==> config.mk <==
export PLATFORM = sky130hd
export DESIGN_NAME = lcd_mode_timing_and_stat_irq_core
export DESIGN_NICKNAME = d
export VERILOG_FILES = /design/src/rtl/lcd_mt_pkg.sv /design/src/rtl/lcd_mode_timing_and_stat_irq_core.sv
export SDC_FILE = /design/constraint.sdc
export NUM_CORES = 1
export LEC_CHECK = 0
export BUFFER_PORTS_ARGS = -buffer_cell sky130_fd_sc_hd__buf_2
export CORE_ASPECT_RATIO = 1.75
export CORE_MARGIN = 4
export CORE_UTILIZATION = 30
export CTS_CLUSTER_SIZE = 10
export DETAILED_ROUTE_END_ITERATION = 16
export PLACE_DENSITY = 0.54
export SYNTH_ARGS = -nofsm -noshare
export SYNTH_HDL_FRONTEND = slang
export SYNTH_SLANG_ARGS = --single-unit
==> constraint.sdc <==
create_clock -name clock -period 10.3 [get_ports clock]
set_clock_uncertainty 0.2 [all_clocks]
set_input_delay 1.03 -clock clock [delete_from_list [all_inputs] [get_ports clock]]
set_output_delay 1.03 -clock clock [all_outputs]
set_load 0.01 [all_outputs]
==> src/rtl/lcd_mt_pkg.sv <==
// Package for the LCD scanline mode timing core: payload structs, mode and
// operation codes, and timing constants. No dependencies.
`default_nettype none

package lcd_mt_pkg;

   typedef enum logic [1:0] {
      MODE_HBLANK   = 2'd0,
      MODE_VBLANK   = 2'd1,
      MODE_SEARCH   = 2'd2,
      MODE_TRANSFER = 2'd3
   } ppu_mode_type;

   typedef enum logic [1:0] {
      OP_TICK      = 2'd0,
      OP_WR_CTRL   = 2'd1,
      OP_WR_STAT   = 2'd2,
      OP_RESERVED  = 2'd3
   } op_type;

   localparam logic [9:0] ACC_MAX        = 10'd1023;
   localparam logic [9:0] SEARCH_CYCLES  = 10'd80;
   localparam logic [9:0] XFER_CYCLES    = 10'd172;
   localparam logic [9:0] HBLANK_CYCLES  = 10'd204;
   localparam logic [9:0] LINE_CYCLES    = 10'd456;
   localparam logic [7:0] VBLANK_LINE    = 8'd144;
   localparam logic [7:0] LAST_LINE      = 8'd153;
   localparam int unsigned CTRL_ON_BIT   = 7;

   typedef struct packed {
      logic [1:0] op;
      logic [7:0] tick_cycles;
      logic [7:0] write_data;
      logic [7:0] compare_line;
   } req_payload_type;

   typedef struct packed {
      logic [7:0] stat_value;
      logic [7:0] line_number;
      logic [1:0] ppu_mode;
      logic       stat_interrupt;
      logic       vblank_interrupt;
      logic       render_request;
   } rsp_payload_type;

endpackage

`default_nettype wire

==> src/rtl/lcd_mode_timing_and_stat_irq_core.sv <==
// LCD scanline mode timing and STAT interrupt core, top level.
// Depends on lcd_mt_pkg for payload structs, codes and timing constants.
//
// Usage:
//   req_* carries one item: a tick of elapsed cycles, a control byte write or
//   a status enable write. Each accepted item yields exactly one rsp_* item
//   with the status byte, line, mode and the three event flags after it.
//   An item is transferred when valid and ready are both high.
//   The state update and the result are computed combinationally from the
//   request payload and the current state, and the result is captured in
//   the output register at the transfer edge.
//   Throughput is one item per cycle; req_ready is high while the output
//   register is empty or being drained in the same cycle, so a new item is
//   taken while the previous result is being transferred.
//   If the receiver stalls, the result holds in the output register and
//   req_ready drops until it is taken; no item is lost.
//   Reset (synchronous, active high) sets search mode, line 0, an empty
//   cycle accumulator, the display on, all enables clear and the output
//   register empty.
`default_nettype none

module lcd_mode_timing_and_stat_irq_core
   import lcd_mt_pkg::*;
(
   input  wire logic            clock,
   input  wire logic            reset,
   input  wire logic            req_valid,
   output      logic            req_ready,
   input  wire req_payload_type req_payload,
   output      logic            rsp_valid,
   input  wire logic            rsp_ready,
   output      rsp_payload_type rsp_payload
);

   ppu_mode_type    mode_ff, mode_in;
   logic [7:0]      line_ff, line_in;
   logic [9:0]      acc_ff, acc_in;
   logic            display_on_ff, display_on_in;
   logic [3:0]      enables_ff, enables_in;
   logic            prev_irq_ff, prev_irq_in;
   logic            rsp_valid_ff, rsp_valid_in;
   rsp_payload_type rsp_payload_ff, rsp_payload_in;

   logic            accept;
   logic [10:0]     acc_sum;
   logic [9:0]      acc_sat;
   logic [7:0]      line_inc;
   logic            transition;
   logic            render_hit;
   logic            vblank_hit;
   logic            coincide;
   logic            irq_level;

   assign req_ready = !rsp_valid_ff || rsp_ready;
   assign accept    = req_valid && req_ready;

   assign acc_sum  = {1'b0, acc_ff} + {3'b000, req_payload.tick_cycles};
   assign acc_sat  = acc_sum[10] ? ACC_MAX : acc_sum[9:0];
   assign line_inc = line_ff + 8'd1;

   // Next-state logic for the timing sequencer
   always_comb begin
      mode_in       = mode_ff;
      line_in       = line_ff;
      acc_in        = acc_ff;
      display_on_in = display_on_ff;
      enables_in    = enables_ff;
      transition    = 1'b0;
      render_hit    = 1'b0;
      vblank_hit    = 1'b0;
      unique case (op_type'(req_payload.op))
         OP_TICK: begin
            if (display_on_ff) begin
               acc_in = acc_sat;
               unique case (mode_ff)
                  MODE_SEARCH: begin
                     if (acc_sat >= SEARCH_CYCLES) begin
                        acc_in     = acc_sat - SEARCH_CYCLES;
                        mode_in    = MODE_TRANSFER;
                        transition = 1'b1;
                     end
                  end
                  MODE_TRANSFER: begin
                     if (acc_sat >= XFER_CYCLES) begin
                        acc_in     = acc_sat - XFER_CYCLES;
                        mode_in    = MODE_HBLANK;
                        render_hit = 1'b1;
                        transition = 1'b1;
                     end
                  end
                  MODE_HBLANK: begin
                     if (acc_sat >= HBLANK_CYCLES) begin
                        acc_in     = acc_sat - HBLANK_CYCLES;
                        line_in    = line_inc;
                        transition = 1'b1;
                        if (line_inc == VBLANK_LINE) begin
                           mode_in    = MODE_VBLANK;
                           vblank_hit = 1'b1;
                        end else begin
                           mode_in = MODE_SEARCH;
                        end
                     end
                  end
                  MODE_VBLANK: begin
                     if (acc_sat >= LINE_CYCLES) begin
                        acc_in     = acc_sat - LINE_CYCLES;
                        line_in    = line_inc;
                        transition = 1'b1;
                        if (line_inc > LAST_LINE) begin
                           line_in = 8'd0;
                           mode_in = MODE_SEARCH;
                        end
                     end
                  end
                  default: ;
               endcase
            end
         end
         OP_WR_CTRL: begin
            display_on_in = req_payload.write_data[CTRL_ON_BIT];
            // Switching the display off parks the sequencer in hblank
            if (display_on_ff && !req_payload.write_data[CTRL_ON_BIT]) begin
               line_in = 8'd0;
               acc_in  = 10'd0;
               mode_in = MODE_HBLANK;
            end
         end
         OP_WR_STAT: begin
            enables_in = req_payload.write_data[6:3];
         end
         default: ;
      endcase
   end

   // Result and interrupt source evaluation on the updated state
   always_comb begin
      coincide  = (line_in == req_payload.compare_line);
      irq_level = (enables_in[3] && coincide)
               || (enables_in[2] && (mode_in == MODE_SEARCH))
               || (enables_in[1] && (mode_in == MODE_VBLANK))
               || (enables_in[0] && (mode_in == MODE_HBLANK));
      // The source line is only sampled on a mode or line transition
      prev_irq_in = transition ? irq_level : prev_irq_ff;

      rsp_payload_in.stat_value       = {1'b1, enables_in, coincide, mode_in};
      rsp_payload_in.line_number      = line_in;
      rsp_payload_in.ppu_mode         = mode_in;
      rsp_payload_in.stat_interrupt   = transition && irq_level && !prev_irq_ff;
      rsp_payload_in.vblank_interrupt = vblank_hit;
      rsp_payload_in.render_request   = render_hit;

      if (accept) begin
         rsp_valid_in = 1'b1;
      end else if (rsp_ready) begin
         rsp_valid_in = 1'b0;
      end else begin
         rsp_valid_in = rsp_valid_ff;
      end
   end

   always_ff @(posedge clock) begin
      if (reset) begin
         mode_ff       <= MODE_SEARCH;
         line_ff       <= 8'd0;
         acc_ff        <= 10'd0;
         display_on_ff <= 1'b1;
         enables_ff    <= 4'd0;
         prev_irq_ff   <= 1'b0;
         rsp_valid_ff  <= 1'b0;
      end else begin
         rsp_valid_ff <= rsp_valid_in;
         if (accept) begin
            mode_ff       <= mode_in;
            line_ff       <= line_in;
            acc_ff        <= acc_in;
            display_on_ff <= display_on_in;
            enables_ff    <= enables_in;
            prev_irq_ff   <= prev_irq_in;
         end
      end
   end

   // Hold the result until its transfer
   always_ff @(posedge clock) begin
      if (accept) begin
         rsp_payload_ff <= rsp_payload_in;
      end
   end

   assign rsp_valid   = rsp_valid_ff;
   assign rsp_payload = rsp_payload_ff;

endmodule

`default_nettype wire

### After elaboration in Yosys (flattened, before gate mapping)

Index checks and enable logic that the tools add are counted.

* muxes and demuxes: 37
* $add $sub $neg: 6
* order comparisons: 5
* reduce and logical (&&, ||, !) cells: 25
* equal/unequal tests: 11

Operator list (number)
* $mux 10: 7
* $mux 8: 5
* $pmux 10 s4: 1
* $pmux 8 s2: 2
* $ge 10x8->1 const B: 2
* $pmux 10 s2: 1
* $sub 10x8->10 const B: 2
* $mux 2: 8
* $add 10x8->11: 1
* $ge 10x7->1 const B: 1
* $ge 10x9->1 const B: 1
* $sub 10x7->10 const B: 1
* $sub 10x9->10 const B: 1
* $mux 1: 9
* $add 8x1->8 const B: 1
* $eq 2x2->1 const B: 4
* $eq 8x8->1: 1
* $eq 8x8->1 const B: 1
* $gt 8x8->1 const B: 1
* $logic_and 1x1->1: 8
* $pmux 2 s4: 1
* $reduce_and 4->1: 2
* $eq 2x1->1 const B: 3
* $logic_not 2->1: 3
* other kinds (9): 17

* register bits: 47
* logic and storage cells: 97

### Logic depth before layout (Yosys ltp)

Gate-level depths: netlist of run 1.

* depth in word-level cells: 14
* gate-level depth with buffers: 20

### Worst setup path after synthesis of run 1

No wires, ideal clock.

* kind: input to register
* start point: input req_payload[16] in the netlist's numbering
* end point: register rsp_payload_ff, in the netlist rsp_payload[15], data pin
* path slack: 4988 ps
* data required time: 9925 ps
* stages on the path: 19
* library setup time: 175 ps
* arrival: 4937 ps
* buffers on the path: 1
* cells stage by stage: ha_1 > inv_1 > fa_1 > nor2b_1 > o21a_1 > o21a_1 > nor2_1 > nor2_1 > ha_1 > nand3_1 > o21a_1 > a211o_1 > buf_6 > a31oi_4 > a31oi_1 > or4b_4 > a2111oi_4 > nand3_1 > nor4bb_1

* cells in the longest elaborated chain, start to end: 8
* elaborated cells on any way between the ends: 10
* classes of those cells: add/sub (1); order compare (2); eq/ne (1); mux (6)

Ends and longest elaborated chain
* start, declared: line lcd_mode_timing_and_stat_irq_core.sv:29 `input wire req_payload_type req_payload,`
* $add 10x8->11 *: line lcd_mode_timing_and_stat_irq_core.sv:57 `assign acc_sum = {1'b0, acc_ff} + {3'b000, req_payload.tick_cycles};`
* $mux 10 *: line lcd_mode_timing_and_stat_irq_core.sv:58 `assign acc_sat = acc_sum[10] ? ACC_MAX : acc_sum[9:0];`
* $ge 10x9->1 or $ge 10x8->1 (tied branches): line lcd_mode_timing_and_stat_irq_core.sv:105, lcd_mode_timing_and_stat_irq_core.sv:92
* $mux 8 (on tied branches): line lcd_mode_timing_and_stat_irq_core.sv:105, lcd_mode_timing_and_stat_irq_core.sv:92
* $pmux 8 s2 *: line lcd_mode_timing_and_stat_irq_core.sv:75 `unique case (mode_ff)`
* $mux 8 *: line lcd_mode_timing_and_stat_irq_core.sv:73 `if (display_on_ff) begin`
* $pmux 8 s2 *: line lcd_mode_timing_and_stat_irq_core.sv:71 `unique case (op_type'(req_payload.op))`
* $eq 8x8->1 *: line lcd_mode_timing_and_stat_irq_core.sv:137 `coincide = (line_in == req_payload.compare_line);`
* net coincide: line lcd_mode_timing_and_stat_irq_core.sv:51 `logic coincide;`
* end signal, assigned: line lcd_mode_timing_and_stat_irq_core.sv:186 `rsp_payload_ff <= rsp_payload_in;`
* end, declared: line lcd_mode_timing_and_stat_irq_core.sv:42 `rsp_payload_type rsp_payload_ff, rsp_payload_in;`

Mark *: on every way through the listed nets, which the timed path passes. The rest lies on a longest branch.
A chain may end at the register's enable or synchronous reset.

==> results.py, run 1 <==
metrics = {
    "drt": {
        "vias": 4284,
        "drc": 0,
        "drt-wirelength-per-cell_um": 19.8,
        "drt-vias-per-instance": 5.80,
        "antenna_left": 0,
        "dr.pass1.iters": 5,
        "routed_wl_um": 14600,
        "drt_iter0_drc": 239,
    },
    "power": {
        "total_leakage_power_nw": 1.83,
        "vdd.ir_drop.worst_uv": 68.5,
        "power_mw": 0.571,
        "p_per_area_mw_per_mm2": 122,
    },
    "clock_network": {
        "root_buffer": "clkbuf_16",
        "cts_hold_buf": 0,
        "cts_resized": 0,
        "clock_latency_ps": 300,
        "numCtsBuffers": 5,
        "cts_sinks": 45,
        "cts_tree": "built",
        "clockBufferDepth": 2,
        "cts_setup_buffers": 0,
        "h-tree-depth": 2,
        "path_clk_slew_ps": 70,
    },
    "timing": {
        "max_freq_mhz": 164,
        "fin_tns_setup_ps": 0,
        "fin_crit_sh": 0.591,
        "rsz0062_at_grt": "false",
        "worst_pin_slew_ps": 920,
        "period_needed_ps": 6080,
        "whs_ps": 259,
        "slew_violations": 0,
        "setup_viol": 0,
        "relSlewSlack": 0.380,
        "finalHoldViolCount": 0,
    },
    "synthesis": {
        "synthDominantCellAreaShare": 0.130,
        "synth_area_leader_cell": "dfxtp_1",
        "synth_area_mm2": 0.00415,
        "postSynthCellCount": 528,
        "synth_edf_count": 18,
        "synth_most_common_cell": "nand2_1",
        "ys_ff_latch": 45,
        "ys_top_cells_by_count": "61 x nand2_1, 54 x nor2_1, 39 x a21oi_1",
        "synth.distinct_cells": 82,
        "synth_area_leaders": "dfxtp_1 13%, edfxtp_1 13%, ha_1 6.0%",
        "synthArstFlopShare": 0,
        "syn_nets": 579,
        "ys.flop_type": "dfxtp_1",
        "postSynthAreaPerCell_um2": 7.87,
        "synth_seq_area_share": 0.260,
        "ys_warn_count": 0,
    },
    "grt": {
        "grt_pass1_wl_um": 22900,
        "grt_max_degree": 40,
        "grt.total_usage": 0.180,
        "grt-ovfl-total": 0,
        "first_global_vias": 4421,
        "grt_antenna_before_repair": 0,
    },
    "placed_design": {
        "port_buffers": 48,
        "dp_hpwl_um": 11300,
        "placed_cells": 730,
        "place.gp.congestion": 0.920,
    },
    "cells_and_area": {
        "antenna_cells": 0,
        "area_delta_synth_final_pct": 12.4,
        "drive_above_1_share": 0.147,
        "fin_util": 0.345,
        "n_fill_cell": 1442,
        "fin_cells": 738,
        "multi_input_area_mm2": 0.00286,
        "seqCellArea_mm2": 0.00108,
        "nets": 614,
    },
    "floorplan": {
        "ioPinCount": 53,
        "die_area_mm2": 0.0159,
        "initial_core_util": 0.307,
        "die_h_um": 164,
        "core.rowCount": 56,
        "die_w_um": 96.9,
        "core-area_mm2": 0.0135,
    },
    "critical_path": {
        "cp-startpoint": "req_payload[16]",
        "worstPathRequired_ps": 10230,
        "r2r_start": "acc_ff[0]",
        "critPathLaunchType": "input pin",
        "arrival_ps": 6020,
        "path_class": "input pin to register",
        "end_kind": "register",
        "worstPathMaxFanout": 10,
    },
    "status": {
        "status": "finished clean",
    },
    "hold_path": {
        "hold_start": "acc_ff[0]",
        "hp-class": "register to register",
    },
    "flow_run": {
        "maxCapViolCount": 0,
    },
}
[through the flow]
stage | cell area, µm² | setup slack, ps
finish | 4670 | 4220
global route | 4670 | 3950
CTS | 4670 | 4210
detailed placement | 4520 | 3890
global placement | 4520 | 3990
floorplan | 4150 | 4990
[kinds of logic after synthesis]
group | after synthesis | share of synthesized area
DFF | 45 | 0.260
muxes | 12 | 0.0328
other | 1 | 0.000903
xor gates and xnor gates | 18 | 0.0380
adders and majority gates | 21 | 0.0651
AOI/OAI and AO/OA | 179 | 0.314
buffers and inverters | 49 | 0.0509
and+or+nand+nor | 203 | 0.238
[report_power, final]
group | internal [mW] | total [mW] | switching, mW
Clock | 0.0920 | 0.172 | 0.0801
Sequential | 0.196 | 0.207 | 0.0107
Combinational | 0.0703 | 0.192 | 0.122
Total | 0.359 | 0.571 | 0.213
[final timing paths]
path              cells after the start              to  slack [ps]
hold / removal                        2       acc_ff[0]         260
setup / recovery                     18  rsp_payload[2]        4220
setup reg to reg                     17  rsp_payload[2]        4760
hold reg to reg                       2       acc_ff[0]         260
[per-layer routing]
layer / part of all wire / GRT usage / vias up
li1: - / - / 2052
met1: 0.36 / 0.179 / 2037
met2: 0.54 / 0.345 / 143
met3: 0.036 / 0.0239 / 52
met4: 0.064 / 0.117 / 0
met5: 0 / 0 / -
[cells in the final DEF, fill, tap and decap left out, types with 4 or more instances in the layout]
cell type / count
mux2i_1: 8
o211ai_1: 11
dfxtp_1: 27
a211oi_1: 11
a32oi_1: 6
nor3_1: 12
ha_1: 20
edfxtp_1: 18
a21oi_1: 39
and2_1: 7
o31ai_1: 5
a221o_1: 4
o21ai_0: 28
o22ai_1: 6
nor2_1: 54
inv_1: 24
or3_1: 6
nand2_1: 61
nand2b_1: 6
xor2_1: 6
and3_1: 8
xnor2_1: 12
nand3_1: 16
nor2b_1: 8
a31oi_1: 7
clkbuf_16: 5
nand4_1: 4
a22oi_1: 6
or2_2: 4
buf_2: 48
o21a_1: 6
[flip-flops by register name (all words and copies together) (netlist names)]
register	cells
mode_ff	2
enables_ff	4
rsp_valid	1
display_on_ff	1
acc_ff	10
line_ff	8
rsp_payload	18
prev_irq_ff	1
[final cells by class]
| class | count | area share |
|---|---|---|
| clock buffer | 5 | 0.0268 |
| clock inverter | 3 | 0.00536 |
| inverter | 26 | 0.0209 |
| multi-input combinational | 434 | 0.613 |
| sequential | 45 | 0.232 |
| tap | 174 | 0.0466 |
| timing repair buffer | 51 | 0.0563 |
[critical path, stage by stage]
cell	delay, ps
buf_2	100
ha_1	210
inv_1	70
fa_1	210
nor2b_1	80
o31ai_1	490
a21boi_2	250
nor2_1	520
ha_1	300
nand3_1	90
o21a_1	190
a211o_1	470
a31oi_4	440
a31oi_1	150
or4b_4	540
a2111oi_4	400
nand4_1	250
a21oi_1	230
Power figures use the tool's default switching activity.
==> run 2, diff against run 1 <==
--- a/config.mk
+++ b/config.mk
@@ -5,6 +5,7 @@
 export SDC_FILE = /design/constraint.sdc
 export NUM_CORES = 1
 export LEC_CHECK = 0
+export ABC_AREA = 1
 export BUFFER_PORTS_ARGS = -buffer_cell sky130_fd_sc_hd__buf_2
 export CORE_ASPECT_RATIO = 1.75
 export CORE_MARGIN = 4
==> constraint.sdc (replaced) <==
create_clock -name clock -period 5.9 [get_ports clock]
set_clock_uncertainty 0.2 [all_clocks]
set_input_delay 0.59 -clock clock [delete_from_list [all_inputs] [get_ports clock]]
set_output_delay 0.59 -clock clock [all_outputs]
set_load 0.01 [all_outputs]
==> results.py, run 2 <==
metrics = {
    "clock_network": {
        "clock_latency_ps": 300,
        "cts_hold_buf": 0,
        "path_clk_slew_ps": 70,
        "cts_setup_buffers": 0,
        "h-tree-depth": 2,
        "root_buffer": "clkbuf_16",
        "cts_sinks": 45,
        "cts_tree": "built",
        "numCtsBuffers": 5,
        "clockBufferDepth": 2,
        "cts_resized": 0,
    },
    "synthesis": {
        "ys_warn_count": 0,
        "yosys.area_share.simple": 0.375,
        "syn_nets": 701,
        "synth_area_leaders": "nand2_1 14%, dfxtp_1 13%, edfxtp_1 13%",
        "synth_most_common_cell": "nand2_1",
        "synth_area_leader_cell": "nand2_1",
        "synthArstFlopShare": 0,
        "synth_top_family_by_area": "simple AND/OR/NAND/NOR gates",
        "postSynthAreaPerCell_um2": 6.48,
        "synthAdderAreaFrac": 0.0642,
        "synthDominantCellAreaShare": 0.136,
        "synthMuxAreaShare": 0,
        "synth_area_mm2": 0.00421,
        "synth.distinct_cells": 47,
        "synthXorXnorAreaFrac": 0.0208,
        "ys.flop_type": "dfxtp_1",
        "synth_compound_area_frac": 0.158,
        "ys_ff_latch": 45,
        "synth_edf_count": 18,
        "ys_top_cells_by_count": "153 x nand2_1, 105 x inv_1, 62 x a21oi_1",
        "synth_seq_area_share": 0.257,
        "postSynthCellCount": 650,
    },
    "floorplan": {
        "core-area_mm2": 0.0138,
        "die_area_mm2": 0.0161,
        "ioPinCount": 53,
        "initial_core_util": 0.304,
        "die_w_um": 97.6,
        "die_h_um": 165,
        "core.rowCount": 57,
    },
    "timing": {
        "period_needed_ps": 4500,
        "setup_viol": 0,
        "max_freq_mhz": 222,
        "finalHoldViolCount": 0,
        "relSlewSlack": 0.328,
        "rsz0062_at_grt": "false",
        "worst_pin_slew_ps": 1000,
        "final.setup.worst_slack_ps": 1400,
        "fin_tns_setup_ps": 0,
        "fin_crit_sh": 0.763,
        "slew_violations": 0,
    },
    "cells_and_area": {
        "final_cell_mix": "153 x nand2_1, 105 x inv_1, 62 x a21oi_1",
        "antenna_cells": 0,
        "final_common_cell": "nand2_1",
        "area_delta_synth_final_pct": 12.6,
        "nets": 740,
        "n_fill_cell": 1595,
        "fin_util": 0.343,
        "largest_register_ffs": 18,
        "drive_above_1_share": 0.154,
    },
    "critical_path": {
        "worstPathMaxFanout": 17,
        "crit_path_max_incr_delay_ps": 410,
        "cpMostUsedCell": "nand2_1",
        "worstPathRequired_ps": 5740,
        "end_kind": "register",
        "critPathLaunchType": "input pin",
        "cp_slowest_cell": "fa_1",
        "ff2ff_setup_slack_ps": 1440,
        "arrival_ps": 4340,
        "path_class": "input pin to register",
    },
    "grt": {
        "grt_antenna_before_repair": 0,
        "grt.total_usage": 0.155,
        "grt_max_degree": 41,
        "grt_pass1_wl_um": 20400,
        "first_global_vias": 4186,
        "grt-ovfl-total": 0,
    },
    "power": {
        "p_per_area_mw_per_mm2": 221,
        "total_leakage_power_nw": 2.34,
        "vdd.ir_drop.worst_uv": 221,
    },
    "drt": {
        "drt-wirelength-per-cell_um": 14.0,
        "dr.pass1.iters": 4,
        "drt-vias-per-instance": 4.80,
        "vias": 4161,
        "drc": 0,
        "antenna_left": 0,
        "drt_iter0_drc": 155,
        "routed_wl_um": 12200,
    },
    "placed_design": {
        "place.gp.congestion": 0.878,
        "dp_hpwl_um": 9570,
        "port_buffers": 48,
        "place_worst_setup_slack_ps": 1060,
    },
    "hold_path": {
        "hp-class": "register to register",
    },
    "flow_run": {
        "maxCapViolCount": 0,
    },
    "status": {
        "status": "finished clean",
    },
}
run 2: path summary, 6_finish.rpt:
check                                startpoint              to  cells past startpoint
worst max-delay path            req_payload[16]  rsp_payload[2]                     29
worst min-delay path              enables_ff[3]   enables_ff[3]                      2
worst max register to register        acc_ff[0]  rsp_payload[2]                     28
worst min register to register    enables_ff[3]   enables_ff[3]                      2
run 2: power breakdown:
group          switching [mW]  total, mW  internal, mW
clock                   0.134      0.335         0.201
sequential             0.0182      0.367         0.348
combinational           0.235      0.346         0.111
total                   0.387       1.05         0.661
run 2: layout make-up:
class / instances / area (µm²) / share of cell area
clock buffers: 6 / 129 / 0.0272
clock inverters: 2 / 38.8 / 0.00818
inverters: 110 / 415 / 0.0876
multi-input cells: 478 / 2610 / 0.550
flip-flops and latches: 45 / 1080 / 0.228
well taps: 177 / 221 / 0.0467
repair buffers: 49 / 248 / 0.0523
run 2: layer usage:
layer | up-vias | routed length [µm] | global-route usage
met1 | 1870 | 4760 | 0.164
met4 | 0 | 299 | 0.0504
met3 | 22 | 329 | 0.0194
met2 | 79 | 6780 | 0.311
li1 | 2190 | - | -
met5 | - | 0 | 0
run 2: stage by stage:
stage	std cells	area, µm²	hold WS (ps)	power [mW]
floorplan	650	4210	236	0.632
global placement	859	4570	250	0.720
detailed placement	859	4570	250	0.720
CTS	867	4740	263	1.06
global route	867	4740	299	1.12
finish	867	4740	266	1.05
run 2: cell families (layout without fill, tap and decap cells):
group,after synthesis,after routing
xor gates and xnor gates,10,10
AOI/OAI and AO/OA,122,122
adders and majority gates,21,21
and+or+nand+nor,324,324
buffers and inverters,127,167
DFF,45,45
other,1,1
run 2: worst max-delay path, delay by kind of cell:
family / cells / cell delay (ps)
adder cells (fa/ha/maj): 3 / 920
AO/OA/AOI/OAI: 2 / 290
XOR/XNOR: 1 / 70
AND/OR/NAND/NOR: 15 / 1730
buffers and inverters: 8 / 720
